### config.mk
export PLATFORM = sky130hd
export DESIGN_NAME = ook_remote_frame_transmitter_core
export DESIGN_NICKNAME = d
export VERILOG_FILES = /design/src/hdl/ooktx_pkg.sv /design/src/hdl/ook_remote_frame_transmitter_core.sv /design/src/hdl/ooktx_front.sv /design/src/hdl/ooktx_back.sv /design/src/hdl/ooktx_res_q.sv
export SDC_FILE = /design/constraint.sdc
export NUM_CORES = 1
export LEC_CHECK = 0
export BUFFER_PORTS_ARGS = -buffer_cell sky130_fd_sc_hd__buf_2
export CORE_MARGIN = 1.5
export CORE_UTILIZATION = 58
export CTS_CLUSTER_DIAMETER = 200
export CTS_CLUSTER_SIZE = 14
export DETAILED_ROUTE_END_ITERATION = 8
export GPL_TIMING_DRIVEN = 0
export PLACE_DENSITY = 0.81
export SKIP_LAST_GASP = 1
export SYNTH_ARGS = -nofsm -noshare
export SYNTH_HDL_FRONTEND = slang
export SYNTH_SLANG_ARGS = --single-unit
### constraint.sdc
create_clock -name clk -period 5.14 [get_ports clk]
set_input_delay 1.028 -clock clk [delete_from_list [all_inputs] [get_ports clk]]
set_output_delay 1.028 -clock clk [all_outputs]
set_load 0.05 [all_outputs]
### src/hdl/ooktx_pkg.sv
// Shared types and timing constants for the OOK remote frame transmitter.
`default_nettype none

package ooktx_pkg;

    // Segment lengths in microsecond ticks
    localparam logic [13:0] LATCH_HIGH_T = 14'd270;
    localparam logic [13:0] LATCH_LOW_T  = 14'd2585;
    localparam logic [13:0] END_HIGH_T   = 14'd275;
    localparam logic [13:0] ONE_HIGH_T   = 14'd275;
    localparam logic [13:0] ONE_LOW_T    = 14'd1240;
    localparam logic [13:0] ZERO_T       = 14'd258;

    localparam int TX_ID_W = 26;
    localparam int REPEAT_W = 4;
    localparam logic [REPEAT_W-1:0] REPEAT_RESET = 4'd5;

    // Register index decoded from the byte address
    localparam logic REG_TX_ID  = 1'b0;
    localparam logic REG_REPEAT = 1'b1;

    typedef enum logic {
        CMD_TICK  = 1'b0,
        CMD_START = 1'b1
    } cmd_t;

    typedef enum logic [2:0] {
        PH_IDLE       = 3'd0,
        PH_LATCH_HIGH = 3'd1,
        PH_LATCH_LOW  = 3'd2,
        PH_SYM_HIGH   = 3'd3,
        PH_SYM_LOW    = 3'd4,
        PH_END_HIGH   = 3'd5,
        PH_GAP        = 3'd6
    } phase_t;

    typedef struct packed {
        cmd_t       cmd;
        logic       switch_on;
        logic [3:0] unit_number;
        logic [3:0] dim_level;
    } item_t;

    typedef struct packed {
        logic tx_level;
        logic busy_res;
    } result_t;

endpackage

`default_nettype wire

### src/hdl/ook_remote_frame_transmitter_core.sv
// Top level of the OOK remote frame transmitter: register port and queue wiring.
//
// Usage:
//   Input channel (push/full): each beat is either a one-microsecond tick
//   (command 0) or a start request (command 1) carrying switch_on,
//   unit_number and dim_level. A start while a transmission is running is
//   dropped. Every input beat yields exactly one result beat.
//   Result channel (empty/pop): tx_level is the radio pin level for that
//   tick (or the level now driven, for a start) and busy_res flags that a
//   frame or inter-frame gap is in progress.
//   Registers (APB, pready tied high): transmitter_id at 0x0, repeat_count
//   at 0x4. Write them only while no beat is in flight.
//   Throughput: one beat per cycle while the result queue has room; the frame
//   sequencer resolves each beat combinationally against a 14-bit segment timer.
//   Path: an accepted push enters the input queue; the sequencer resolves the
//   beat at the head of that queue and writes it into the result queue, whereupon
//   empty goes low and the result can be popped.
//   Reset: queues empty, sequencer idle with the pin low, transmitter_id 0,
//   repeat_count 5.
//   Stalls: if pop is held low the result queue fills, the sequencer holds,
//   and full rises once the two-entry input queue is occupied; no beat is
//   lost, and pulse timing counts ticks, not cycles.
`default_nettype none

module ook_remote_frame_transmitter_core
#(
    parameter int ID_BITS   = 26,
    parameter int GAP_TICKS = 10000
)
(
    input  wire logic        clk,
    input  wire logic        rst_n,
    // command channel
    input  wire logic        push,
    output logic             full,
    input  wire logic        command,
    input  wire logic        switch_on,
    input  wire logic [3:0]  unit_number,
    input  wire logic [3:0]  dim_level,
    // result channel
    output logic             empty,
    input  wire logic        pop,
    output logic             tx_level,
    output logic             busy_res,
    // register port
    input  wire logic        psel,
    input  wire logic        penable,
    input  wire logic        pwrite,
    input  wire logic [2:0]  paddr,
    input  wire logic [31:0] pwdata,
    output logic [31:0]      prdata,
    output logic             pready
);

    logic [ooktx_pkg::TX_ID_W-1:0]  tx_id_reg;
    logic [ooktx_pkg::REPEAT_W-1:0] repeat_reg;
    logic                           cfg_write;

    ooktx_pkg::item_t   item;
    logic               item_valid;
    logic               item_take;
    ooktx_pkg::result_t res;
    logic               res_push;
    logic               res_room;

    // Register port: zero wait states, register picked by address bit 2
    assign pready    = 1'b1;
    assign cfg_write = psel && penable && pwrite && pready;

    always_comb
    begin
        case (paddr[2])
            ooktx_pkg::REG_TX_ID:  prdata = {6'd0, tx_id_reg};
            ooktx_pkg::REG_REPEAT: prdata = {28'd0, repeat_reg};
            default:               prdata = 32'd0;
        endcase
    end

    always_ff @(posedge clk or negedge rst_n)
    begin
        if (!rst_n)
        begin
            tx_id_reg  <= '0;
            repeat_reg <= ooktx_pkg::REPEAT_RESET;
        end
        else if (cfg_write)
        begin
            case (paddr[2])
                ooktx_pkg::REG_TX_ID:  tx_id_reg  <= pwdata[ooktx_pkg::TX_ID_W-1:0];
                ooktx_pkg::REG_REPEAT: repeat_reg <= pwdata[ooktx_pkg::REPEAT_W-1:0];
                default:               tx_id_reg  <= tx_id_reg;
            endcase
        end
    end

    // Front: accept and classify command beats
    ooktx_front u_front
    (
        .clk         (clk),
        .rst_n       (rst_n),
        .push        (push),
        .full        (full),
        .command     (command),
        .switch_on   (switch_on),
        .unit_number (unit_number),
        .dim_level   (dim_level),
        .item        (item),
        .item_valid  (item_valid),
        .item_take   (item_take)
    );

    // Back: advance the frame sequencer one beat per cycle while the result queue has room
    ooktx_back
    #(
        .ID_BITS   (ID_BITS),
        .GAP_TICKS (GAP_TICKS)
    )
    u_back
    (
        .clk            (clk),
        .rst_n          (rst_n),
        .item           (item),
        .item_valid     (item_valid),
        .item_take      (item_take),
        .res_room       (res_room),
        .res            (res),
        .res_push       (res_push),
        .transmitter_id (tx_id_reg),
        .repeat_count   (repeat_reg)
    );

    // Result queue: hold finished beats until popped
    ooktx_res_q u_res_q
    (
        .clk      (clk),
        .rst_n    (rst_n),
        .res      (res),
        .res_push (res_push),
        .res_room (res_room),
        .empty    (empty),
        .pop      (pop),
        .tx_level (tx_level),
        .busy_res (busy_res)
    );

endmodule

`default_nettype wire

### src/hdl/ooktx_front.sv
// Front end: two-entry input queue that takes and classifies command beats.
`default_nettype none

module ooktx_front
(
    input  wire logic            clk,
    input  wire logic            rst_n,
    input  wire logic            push,
    output logic                 full,
    input  wire logic            command,
    input  wire logic            switch_on,
    input  wire logic [3:0]      unit_number,
    input  wire logic [3:0]      dim_level,
    output ooktx_pkg::item_t     item,
    output logic                 item_valid,
    input  wire logic            item_take
);

    ooktx_pkg::item_t entry_reg [2];
    logic       wr_ptr_reg;
    logic       wr_ptr_next;
    logic       rd_ptr_reg;
    logic       rd_ptr_next;
    logic [1:0] count_reg;
    logic [1:0] count_next;
    logic       do_push;
    logic       do_pop;
    ooktx_pkg::item_t in_item;

    assign full       = (count_reg == 2'd2);
    assign item_valid = (count_reg != 2'd0);
    assign do_push    = push && !full;
    assign do_pop     = item_take && item_valid;

    // Classify the incoming beat
    always_comb
    begin
        in_item.cmd         = command ? ooktx_pkg::CMD_START : ooktx_pkg::CMD_TICK;
        in_item.switch_on   = switch_on;
        in_item.unit_number = unit_number;
        in_item.dim_level   = dim_level;
    end

    assign item = entry_reg[rd_ptr_reg];

    always_comb
    begin
        wr_ptr_next = do_push ? ~wr_ptr_reg : wr_ptr_reg;
        rd_ptr_next = do_pop ? ~rd_ptr_reg : rd_ptr_reg;
        count_next  = count_reg;
        if (do_push && !do_pop)
        begin
            count_next = count_reg + 2'd1;
        end
        else if (do_pop && !do_push)
        begin
            count_next = count_reg - 2'd1;
        end
    end

    always_ff @(posedge clk or negedge rst_n)
    begin
        if (!rst_n)
        begin
            wr_ptr_reg <= 1'b0;
            rd_ptr_reg <= 1'b0;
            count_reg  <= 2'd0;
        end
        else
        begin
            wr_ptr_reg <= wr_ptr_next;
            rd_ptr_reg <= rd_ptr_next;
            count_reg  <= count_next;
        end
    end

    always_ff @(posedge clk)
    begin
        if (do_push)
        begin
            entry_reg[wr_ptr_reg] <= in_item;
        end
    end

endmodule

`default_nettype wire

### src/hdl/ooktx_back.sv
// Back end: frame sequencer that runs one command beat per cycle while res_room is high.
`default_nettype none

module ooktx_back
#(
    parameter int ID_BITS   = 26,
    parameter int GAP_TICKS = 10000
)
(
    input  wire logic                            clk,
    input  wire logic                            rst_n,
    input  wire ooktx_pkg::item_t                item,
    input  wire logic                            item_valid,
    output logic                                 item_take,
    input  wire logic                            res_room,
    output ooktx_pkg::result_t                   res,
    output logic                                 res_push,
    input  wire logic [ooktx_pkg::TX_ID_W-1:0]   transmitter_id,
    input  wire logic [ooktx_pkg::REPEAT_W-1:0]  repeat_count
);

    localparam int FW  = ID_BITS + 10;
    localparam int FIW = $clog2(FW);
    localparam logic [6:0]  FW_LIM     = 7'(FW);
    localparam logic [6:0]  DIM_BIT    = 7'(ID_BITS + 1);
    localparam logic [7:0]  BASE_TOTAL = 8'(2 * (ID_BITS + 6));
    localparam logic [13:0] GAP_LEN    = 14'(GAP_TICKS);

    ooktx_pkg::phase_t phase_reg;
    ooktx_pkg::phase_t phase_next;
    logic [13:0] timer_reg;
    logic [13:0] timer_next;
    logic [7:0]  sym_reg;
    logic [7:0]  sym_next;
    logic [3:0]  rep_reg;
    logic [3:0]  rep_next;
    logic        on_reg;
    logic        on_next;
    logic [3:0]  unit_reg;
    logic [3:0]  unit_next;
    logic [3:0]  level_reg;
    logic [3:0]  level_next;
    logic        pin_reg;
    logic        pin_next;

    logic        fire;
    logic        is_start;
    logic [31:0] tid_ext;
    logic [FW-1:0] frame_bits;
    logic [FW-1:0] frame_rev;
    logic [6:0]  bit_idx;
    logic        data_bit;
    logic        dimming;
    logic        sym_val;
    logic [7:0]  sym_total;
    logic [7:0]  sym_inc;
    logic [13:0] timer_inc;
    logic [13:0] seg_len;

    assign fire     = item_valid && res_room;
    assign is_start = (item.cmd == ooktx_pkg::CMD_START);

    // Frame payload, first bit sent at index zero of frame_rev
    assign tid_ext    = {6'd0, transmitter_id};
    assign frame_bits = {tid_ext[ID_BITS-1:0], 1'b0, on_reg, unit_reg, level_reg};

    always_comb
    begin
        for (int j = 0; j < FW; j++)
        begin
            frame_rev[j] = frame_bits[FW-1-j];
        end
    end

    assign dimming   = (level_reg != 4'd0);
    assign bit_idx   = sym_reg[7:1];
    assign data_bit  = (bit_idx < FW_LIM) ? frame_rev[bit_idx[FIW-1:0]] : 1'b0;
    // While dimming the on/off bit goes out as two zero symbols
    assign sym_val   = (dimming && bit_idx == DIM_BIT) ? 1'b0 : (data_bit ^ sym_reg[0]);
    assign sym_total = BASE_TOTAL + (dimming ? 8'd8 : 8'd0);
    assign sym_inc   = sym_reg + 8'd1;
    assign timer_inc = timer_reg + 14'd1;

    always_comb
    begin
        case (phase_reg)
            ooktx_pkg::PH_LATCH_HIGH: seg_len = ooktx_pkg::LATCH_HIGH_T;
            ooktx_pkg::PH_LATCH_LOW:  seg_len = ooktx_pkg::LATCH_LOW_T;
            ooktx_pkg::PH_SYM_HIGH:   seg_len = sym_val ? ooktx_pkg::ONE_HIGH_T
                                                        : ooktx_pkg::ZERO_T;
            ooktx_pkg::PH_SYM_LOW:    seg_len = sym_val ? ooktx_pkg::ONE_LOW_T
                                                        : ooktx_pkg::ZERO_T;
            ooktx_pkg::PH_END_HIGH:   seg_len = ooktx_pkg::END_HIGH_T;
            ooktx_pkg::PH_GAP:        seg_len = GAP_LEN;
            default:                  seg_len = 14'd1;
        endcase
    end

    // Next state
    always_comb
    begin
        phase_next = phase_reg;
        timer_next = timer_reg;
        sym_next   = sym_reg;
        rep_next   = rep_reg;
        on_next    = on_reg;
        unit_next  = unit_reg;
        level_next = level_reg;
        pin_next   = pin_reg;
        if (fire)
        begin
            if (is_start)
            begin
                if (phase_reg == ooktx_pkg::PH_IDLE && repeat_count != 4'd0)
                begin
                    on_next    = item.switch_on;
                    unit_next  = item.unit_number;
                    level_next = item.dim_level;
                    rep_next   = repeat_count;
                    sym_next   = 8'd0;
                    phase_next = ooktx_pkg::PH_LATCH_HIGH;
                    pin_next   = 1'b1;
                    timer_next = 14'd0;
                end
            end
            else if (phase_reg != ooktx_pkg::PH_IDLE)
            begin
                timer_next = timer_inc;
                if (timer_inc >= seg_len)
                begin
                    timer_next = 14'd0;
                    case (phase_reg)
                        ooktx_pkg::PH_LATCH_HIGH:
                        begin
                            phase_next = ooktx_pkg::PH_LATCH_LOW;
                            pin_next   = 1'b0;
                        end
                        ooktx_pkg::PH_LATCH_LOW:
                        begin
                            sym_next   = 8'd0;
                            phase_next = ooktx_pkg::PH_SYM_HIGH;
                            pin_next   = 1'b1;
                        end
                        ooktx_pkg::PH_SYM_HIGH:
                        begin
                            phase_next = ooktx_pkg::PH_SYM_LOW;
                            pin_next   = 1'b0;
                        end
                        ooktx_pkg::PH_SYM_LOW:
                        begin
                            sym_next   = sym_inc;
                            pin_next   = 1'b1;
                            phase_next = (sym_inc >= sym_total) ? ooktx_pkg::PH_END_HIGH
                                                                : ooktx_pkg::PH_SYM_HIGH;
                        end
                        ooktx_pkg::PH_END_HIGH:
                        begin
                            phase_next = ooktx_pkg::PH_GAP;
                            pin_next   = 1'b0;
                        end
                        ooktx_pkg::PH_GAP:
                        begin
                            rep_next = rep_reg - 4'd1;
                            sym_next = 8'd0;
                            if (rep_reg != 4'd1)
                            begin
                                phase_next = ooktx_pkg::PH_LATCH_HIGH;
                                pin_next   = 1'b1;
                            end
                            else
                            begin
                                phase_next = ooktx_pkg::PH_IDLE;
                                pin_next   = 1'b0;
                            end
                        end
                        default:
                        begin
                            phase_next = ooktx_pkg::PH_IDLE;
                            pin_next   = 1'b0;
                        end
                    endcase
                end
            end
        end
    end

    // Outputs: a start reports the state it enters, a tick the level it spans
    always_comb
    begin
        item_take = fire;
        res_push  = fire;
        if (is_start)
        begin
            res.tx_level = pin_next;
            res.busy_res = (phase_next != ooktx_pkg::PH_IDLE);
        end
        else
        begin
            res.tx_level = pin_reg;
            res.busy_res = (phase_reg != ooktx_pkg::PH_IDLE);
        end
    end

    always_ff @(posedge clk or negedge rst_n)
    begin
        if (!rst_n)
        begin
            phase_reg <= ooktx_pkg::PH_IDLE;
            timer_reg <= 14'd0;
            sym_reg   <= 8'd0;
            rep_reg   <= 4'd0;
            on_reg    <= 1'b0;
            unit_reg  <= 4'd0;
            level_reg <= 4'd0;
            pin_reg   <= 1'b0;
        end
        else
        begin
            phase_reg <= phase_next;
            timer_reg <= timer_next;
            sym_reg   <= sym_next;
            rep_reg   <= rep_next;
            on_reg    <= on_next;
            unit_reg  <= unit_next;
            level_reg <= level_next;
            pin_reg   <= pin_next;
        end
    end

    a_idle_pin_low: assert property (@(posedge clk) disable iff (!rst_n)
        (phase_reg == ooktx_pkg::PH_IDLE) |-> !pin_reg)
        else $error("pin driven high while idle");

    a_busy_has_repeats: assert property (@(posedge clk) disable iff (!rst_n)
        (phase_reg != ooktx_pkg::PH_IDLE) |-> (rep_reg != 4'd0))
        else $error("frame running with no repeats left");

    a_symbol_in_range: assert property (@(posedge clk) disable iff (!rst_n)
        (phase_reg == ooktx_pkg::PH_SYM_HIGH || phase_reg == ooktx_pkg::PH_SYM_LOW)
        |-> (sym_reg < sym_total))
        else $error("symbol index past end of frame");

endmodule

`default_nettype wire

### src/hdl/ooktx_res_q.sv
// Two-entry result queue that parts the sequencer from the result consumer.
`default_nettype none

module ooktx_res_q
(
    input  wire logic               clk,
    input  wire logic               rst_n,
    input  wire ooktx_pkg::result_t res,
    input  wire logic               res_push,
    output logic                    res_room,
    output logic                    empty,
    input  wire logic               pop,
    output logic                    tx_level,
    output logic                    busy_res
);

    ooktx_pkg::result_t entry_reg [2];
    logic       wr_ptr_reg;
    logic       rd_ptr_reg;
    logic [1:0] count_reg;
    logic [1:0] count_next;
    logic       do_push;
    logic       do_pop;

    assign empty    = (count_reg == 2'd0);
    assign res_room = (count_reg != 2'd2);
    assign do_push  = res_push && res_room;
    assign do_pop   = pop && !empty;
    assign tx_level = entry_reg[rd_ptr_reg].tx_level;
    assign busy_res = entry_reg[rd_ptr_reg].busy_res;

    always_comb
    begin
        count_next = count_reg;
        if (do_push && !do_pop)
        begin
            count_next = count_reg + 2'd1;
        end
        else if (do_pop && !do_push)
        begin
            count_next = count_reg - 2'd1;
        end
    end

    always_ff @(posedge clk or negedge rst_n)
    begin
        if (!rst_n)
        begin
            wr_ptr_reg <= 1'b0;
            rd_ptr_reg <= 1'b0;
            count_reg  <= 2'd0;
        end
        else
        begin
            if (do_push)
            begin
                wr_ptr_reg <= ~wr_ptr_reg;
            end
            if (do_pop)
            begin
                rd_ptr_reg <= ~rd_ptr_reg;
            end
            count_reg <= count_next;
        end
    end

    always_ff @(posedge clk)
    begin
        if (do_push)
        begin
            entry_reg[wr_ptr_reg] <= res;
        end
    end

endmodule

`default_nettype wire
==> After elaboration in Yosys (flattened, before gate mapping) <==
Memory sizes are Yosys's and may differ from the RTL's.
Cells that the tools add are included.
{ "classes": {"n_addsub": 8, "magnitude_cmp": 4, "n_eq_ne": 11, "n_mux": 48, "bitwise": 6, "n_reduce_logical": 40} }
{ "ops": {"columns": ["op", "count"], "rows": [
  ["14-bit one-hot mux with 6 select lines", 1],
  ["32-bit one-hot mux with 2 select lines", 1],
  ["14-bit 2-to-1 mux", 4],
  ["8-bit 2-to-1 mux", 4],
  ["4-bit 2-to-1 mux", 6],
  ["3-bit 2-to-1 mux", 6],
  ["3-bit one-hot mux with 6 select lines", 1],
  ["8-bit one-hot mux with 2 select lines", 1],
  ["1-bit 2-to-1 mux", 15],
  ["14-bit by 1-bit adder with 14-bit output (second input constant)", 1],
  ["14-bit >= comparator", 1],
  ["1-bit logical AND", 13],
  ["2-bit nonzero test", 6],
  ["11-bit 2-to-1 mux", 1],
  ["2-bit 2-to-1 mux", 5],
  ["5-bit AND reduction", 2],
  ["3-bit equality test (second input constant)", 3],
  ["3-bit nonzero test", 3],
  ["7-bit by 8-bit adder with 8-bit output (first input constant)", 1],
  ["8-bit by 1-bit adder with 8-bit output (second input constant)", 1],
  ["8-bit >= comparator", 1],
  ["4-bit nonzero test", 2],
  ["7-bit by 5-bit equality test with 1-bit output (second input constant)", 1],
  ["6-bit by 7-bit less-than comparator with 1-bit output (second input constant)", 1],
  ["21 further kinds", 36]
]} }
{ "totals": {"regBits": 77, "ram_bits": 24, "out_inout_bits": 37, "mem_count": 2} }
{ "memory_table": {"columns": ["name", "words", "width", "rd", "rd_ports_with_merged_regs", "write_ports", "line_no", "text"], "rows": [
  ["u_front.entry_reg", 2, 10, 1, 0, 1, "ooktx_front.sv:19", "ooktx_pkg::item_t entry_reg [2];"],
  ["u_res_q.entry_reg", 2, 2, 1, 0, 1, "ooktx_res_q.sv:17", "ooktx_pkg::result_t entry_reg [2];"]
]} }

==> Longest topological paths before layout <==
{ "depth": {"ltp_word": 14, "ltp_mapped": 18, "ltp_nobuf": 15} }

==> Cells and area by module <==
A second synthesis with hierarchy kept.
{ "unflattened": {"cells_unflattened": 513, "hier_area_um2": 5875.6} }
{ "by_module_without_submodules": {"columns": ["module", "n_inst", "cells_each", "area_each_um2", "seq_area_each_um2"], "rows": [
  ["ooktx_back", 1, 337, 3126.7, 975.9],
  ["ook_remote_frame_transmitter_core", 1, 102, 1480.2, 753.2],
  ["ooktx_front", 1, 50, 928.4, 700.7],
  ["ooktx_res_q", 1, 24, 340.3, 220.2]
]} }

==> Worst setup path before layout <==
OpenSTA, ideal clock, no wires.
{ "synth_path": {"kind": "register to register", "from": "register u_back.sym_reg[1]", "to": "register u_back.rep_reg[1]", "arrival_ps": 3744, "required_time_ps": 5014, "path_slack_ps": 1270, "path_stages_with_launch": 18, "path_cell_list": "dfrtp_1 -> buf_6 -> buf_12 -> mux2i_1 -> mux4_2 -> a221oi_2 -> o21ai_2 -> o211ai_4 -> nand2_2 -> or2_1 -> ha_1 -> a21o_1 -> a21oi_1 -> nor2b_1 -> a2111oi_2 -> o211ai_1 -> buf_2 -> a221o_1"} }
{ "synth_via": {"elab_chain_cells": 10} }
{ "synth_lines": {"columns": ["item", "line_no", "text"], "rows": [
  ["from (decl)", "ooktx_back.sv:33", "logic [7:0] sym_reg;"],
  ["from (signal assigned)", "ooktx_back.sv:221", "sym_reg <= sym_next;"],
  ["1-bit binary-select mux with 6-bit select", "ooktx_back.sv:77", "assign data_bit = (bit_idx < FW_LIM) ? frame_rev[bit_idx[FIW-1:0]] : 1'b0;"],
  ["1-bit 2-to-1 mux (not written as such)", "ooktx_back.sv:77", null],
  ["1-bit 2-to-1 mux", "ooktx_back.sv:77", null],
  ["1-bit XOR", "ooktx_back.sv:79", "assign sym_val = (dimming && bit_idx == DIM_BIT) ? 1'b0 : (data_bit ^ sym_reg[0]);"],
  ["1-bit 2-to-1 mux *", "ooktx_back.sv:79", null],
  ["5-bit 2-to-1 mux or 11-bit 2-to-1 mux (tied branches)", "ooktx_back.sv:89, ooktx_back.sv:91", null],
  ["14-bit one-hot mux with 6 select lines *", "ooktx_back.sv:86", "case (phase_reg)"],
  ["14-bit >= comparator *", "ooktx_back.sv:129", "if (timer_inc >= seg_len)"],
  ["2-bit nonzero test (no source line) *", null, null],
  ["5-bit AND reduction (no source line) *", null, null],
  ["to (signal assigned)", "ooktx_back.sv:222", "rep_reg <= rep_next;"],
  ["to (decl)", "ooktx_back.sv:35", "logic [3:0] rep_reg;"]
]} }
Every way passes the cells marked *; elsewhere a longest branch is shown, timed or not. The select of a mux whose other input is x is not followed.
A chain may end at the register's enable or synchronous reset.

==> Worst setup path in the final report <==
{ "layout_path": {"from": "register u_back.sym_reg[1]", "to": "register u_back.sym_reg[1]"} }
{ "layout_via": {"elab_chain_cells": 10} }
{ "layout_lines": {"columns": ["item", "line_no"], "rows": [
  ["1-bit binary-select mux with 6-bit select", "ooktx_back.sv:77"],
  ["1-bit 2-to-1 mux (not written as such)", "ooktx_back.sv:77"],
  ["1-bit 2-to-1 mux", "ooktx_back.sv:77"],
  ["1-bit XOR", "ooktx_back.sv:79"],
  ["1-bit 2-to-1 mux", "ooktx_back.sv:79"],
  ["5-bit 2-to-1 mux or 11-bit 2-to-1 mux (tied branches)", "ooktx_back.sv:89, ooktx_back.sv:91"],
  ["14-bit one-hot mux with 6 select lines", "ooktx_back.sv:86"],
  ["14-bit >= comparator", "ooktx_back.sv:129"],
  ["2-bit nonzero test (no source line)", null],
  ["5-bit AND reduction (no source line)", null]
]} }
Several ways; a longest one is shown, not always the timed one. The select of a mux whose other input is x is not followed.

==> results by group <==
Timing
  • Final Hold Slack: 0.501 ns
  • Final setup fails: 0
  • Tmin final: 4.57 ns
  • Clock skew: 0.00934 ns
  • Peak Freq: 219 MHz
  • Slew margin rel.: 0.423
  • RSZ-0062 raised after global routing: false
  • TNS Setup: 0 ns
  • Max-slew violation total from the final report: 0
  • Final worst-path cycle share: 0.889
  • Final Hold Vio Count: 0
  • Worst Tran Pin Value: 0.859 ns

Global routing
  • Vias in the first global route: 4287
  • Pin count of the biggest net entering global routing: 47
  • First-pass GRT wire length: 20300 um
  • Initial antenna violation count: 0
  • GR Overflow Total: 0
  • Overall Global Routing Usage: 0.251

Route
  • DR WL met3: 796 um
  • DRT Wirelength: 12900 um
  • Max Used Layer: met4
  • Antenna-violating nets left: 0
  • Avg WL per Cell: 16.8 um
  • Met1 WL: 5350 um
  • DR iter-0 viols: 367
  • DRC: 0
  • Drt first pass iters: 6
  • Metal2 WL: 6350 um
  • Vias: 4665
  • Via density: 6.08

Floorplan
  • Die W: 103 um
  • Core Area: 9770 sq um
  • Die area: 10600 sq um
  • Starting Density: 0.596
  • Row count: 36
  • Boundary Pins: 89
  • Die H: 103 um

Finish
  • Commonest non-fill, non-tap cells in the layout: 78 x buf_2, 75 x dfrtp_1, 38 x mux2_2
  • Non-Filler Instances: 767
  • Area grow syn2layout: 13.5%
  • Max FFs per register: 26
  • Final nets: 701
  • Fin area: 6610 sq um
  • Final design utilization: 0.676
  • Ratio of cells with drive above 1 in the final layout: 0.271
  • Leading cell type in the layout, fill and taps excluded: buf_2
  • FILL cells: 769
  • Inserted Diodes: 0

Critical path
  • Cell Chain, Critical Path: buf_6, buf_12, mux2i_1, mux4_2, a221oi_2, o21ai_2, o211ai_4, nand2_2, or2_1, ha_1, a21o_1, a21oi_1, nor2b_1, a2111oi_2, o21ai_2, buf_2, a32oi_1, o21ai_0
  • CP dominant cell by count: o21ai_2
  • CP max-delay cell: mux4_2
  • Buf/Inv on CP: 3
  • Reg-to-Reg End: u_back.sym_reg[1]$_DFFE_PN0P_
  • FF-to-FF Start: u_back.sym_reg[1]$_DFFE_PN0P_
  • Worst Setup Path Type: register to register
  • Critical path arrival: 4.83 ns
  • FF-to-FF path depth: 18
  • Family with the most delay on the worst path: compound AO/OA/AOI/OAI gates
  • CP Capture Type: register
  • Worst path required time: 5.40 ns
  • Worst-path fanout max: 10
  • CP startpoint kind: register
  • Worst R2R Setup Slack: 0.57 ns
  • Worst path max stage delay: 0.51 ns

Logic synthesis
  • Syn. warnings: 0
  • Synth top area share: 0.322
  • Post-synth ARST share: 0.762
  • EDFF count, synth: 24
  • Largest area contributor in the netlist: dfrtp_1
  • Sequential cell area fraction in the yosys report: 0.455
  • Primary FF master, synth: dfrtp_1
  • Top cells by area, synth: dfrtp_1 32%, edfxtp_1 12%, mux2_2 7.4%
  • Count of cell types in the netlist: 72
  • Synth Instances: 540
  • Seq cells post-synth: 101
  • Syn avg cell area: 10.8 sq um
  • Mapped cell area: 5820 sq um

Placement
  • GPL Wtd Cong: 0.849
  • Placed insts: 751
  • I/O Buffers: 72
  • Detail Placement HPWL: 9390 um
  • Post-DP Area: 6400 sq um

Pwr
  • VDD IR max: 0.000352 V
  • Pwr/cell area: 509 nW/um^2
  • Leak: 0.00287 uW

Clock network
  • TritonCTS clock tree: done
  • Register clock-pin slew on the reported worst setup and hold paths: 0.11 ns
  • CTS sink cnt: 101
  • TritonCTS Buffers: 9
  • Clock H-tree levels: 3
  • Clock latency at the later pin of the worst-skew pair: 0.39 ns
  • Post CTS Setup Buffer Count: 0
  • Cts hold-fix bufs: 0
  • Root Driver: clkbuf_8
  • Clk buf depth: 2
  • Post_cts resized: 0

Hold path
  • HP Start: u_res_q.wr_ptr_reg$_DFFE_PN0P_
  • Hold worst-path end: u_res_q.wr_ptr_reg$_DFFE_PN0P_
  • HP Class: register to register
  • WHS Path Cells: 1

Run
  • Max Cap Viol: 0

Outcome
  • Status: finished clean
==> stage by stage <==
stage               total power (uW)  worst slack (ns)
floorplan                       2420              1.27
CTS                             3350             0.630
global placement                2760             0.832
detailed placement              2830             0.681
finish                          3360             0.572
global route                    3570             0.338
==> report_power, final <==
group,internal [uW],total (uW),leakage (uW),switching [uW]
Combinational,614,1620,0.00161,1010
Sequential,1050,1220,0.00116,161
Clock,198,525,0.000105,327
==> routing by layer <==
metal  GRT usage  vias to the layer above
met5           0                        -
met1       0.328                     2288
met4       0.115                        0
met2       0.414                      182
met3      0.0390                       42
li1            -                     2153
==> how the worst max path moves through the flow <==
stage,slack [ns],cells after the start,start,to
2_1_floorplan,1.27,17,u_back.sym_reg[1]$_DFFE_PN0P_,u_back.rep_reg[1]$_DFFE_PN0P_
4_1_cts,0.63,17,u_back.sym_reg[1]$_DFFE_PN0P_,u_back.timer_reg[0]$_DFFE_PN0P_
6_report,0.57,18,u_back.sym_reg[1]$_DFFE_PN0P_,u_back.sym_reg[1]$_DFFE_PN0P_
5_1_grt,0.34,18,u_back.sym_reg[1]$_DFFE_PN0P_,u_back.sym_reg[6]$_DFFE_PN0P_
3_5_place_dp,0.68,17,u_back.sym_reg[1]$_DFFE_PN0P_,u_back.timer_reg[0]$_DFFE_PN0P_
3_3_place_gp,0.83,18,u_back.sym_reg[1]$_DFFE_PN0P_,u_back.sym_reg[1]$_DFFE_PN0P_
==> synth_stat cells, types with 3 or more instances <==
master	number
o211ai_1	5
nor2_1	36
a22o_1	9
xnor2_1	13
buf_4	8
o21ai_2	3
nand2b_1	5
buf_2	7
a32oi_1	5
a211oi_1	5
nand3_1	20
o31ai_1	3
mux2_2	38
nand4_1	3
a31oi_1	7
o21ai_0	26
edfxtp_1	24
ha_1	20
mux2i_1	14
inv_1	15
a21oi_1	22
nand2_1	32
dfrtp_1	75
and3_1	8
nor3_1	13
clkbuf_1	17
a22oi_1	3
mux4_1	5
or2_2	5
mux4_2	3
xor2_1	9
nor2b_1	27
==> worst reg2reg max path, delay by kind of cell (launching register included) <==
kind | cells | cell delay, ns
AO/OA/AOI/OAI | 9 | 2.06
multiplexers | 2 | 0.63
buffers and inverters | 3 | 0.58
flip-flops | 1 | 0.42
AND/OR/NAND/NOR | 3 | 0.42
adder cells (fa/ha/maj) | 1 | 0.32
==> cell families (layout without fill, tap and decap cells) <==
logic type	count (synthesis)	count (layout)	share of synthesized area
adder cells (fa/ha/maj)	20	20	0.0430
XOR/XNOR	22	22	0.0331
other	2	7	0.00129
AO/OA/AOI/OAI	117	117	0.144
AND/OR/NAND/NOR	167	167	0.148
multiplexers	60	60	0.132
buffers and inverters	51	140	0.0436
flip-flops	101	101	0.455
==> area by class of cell <==
type	count	area, sq um	area share
multi-input combinational	393	2940	0.444
sequential	101	2650	0.401
timing repair buffer	73	390	0.0591
buffer	35	194	0.0294
tap	133	166	0.0252
clock buffer	9	124	0.0187
clock inverter	7	86.3	0.0131
inverter	16	60.1	0.00909
(Power assumes the default switching activity.)
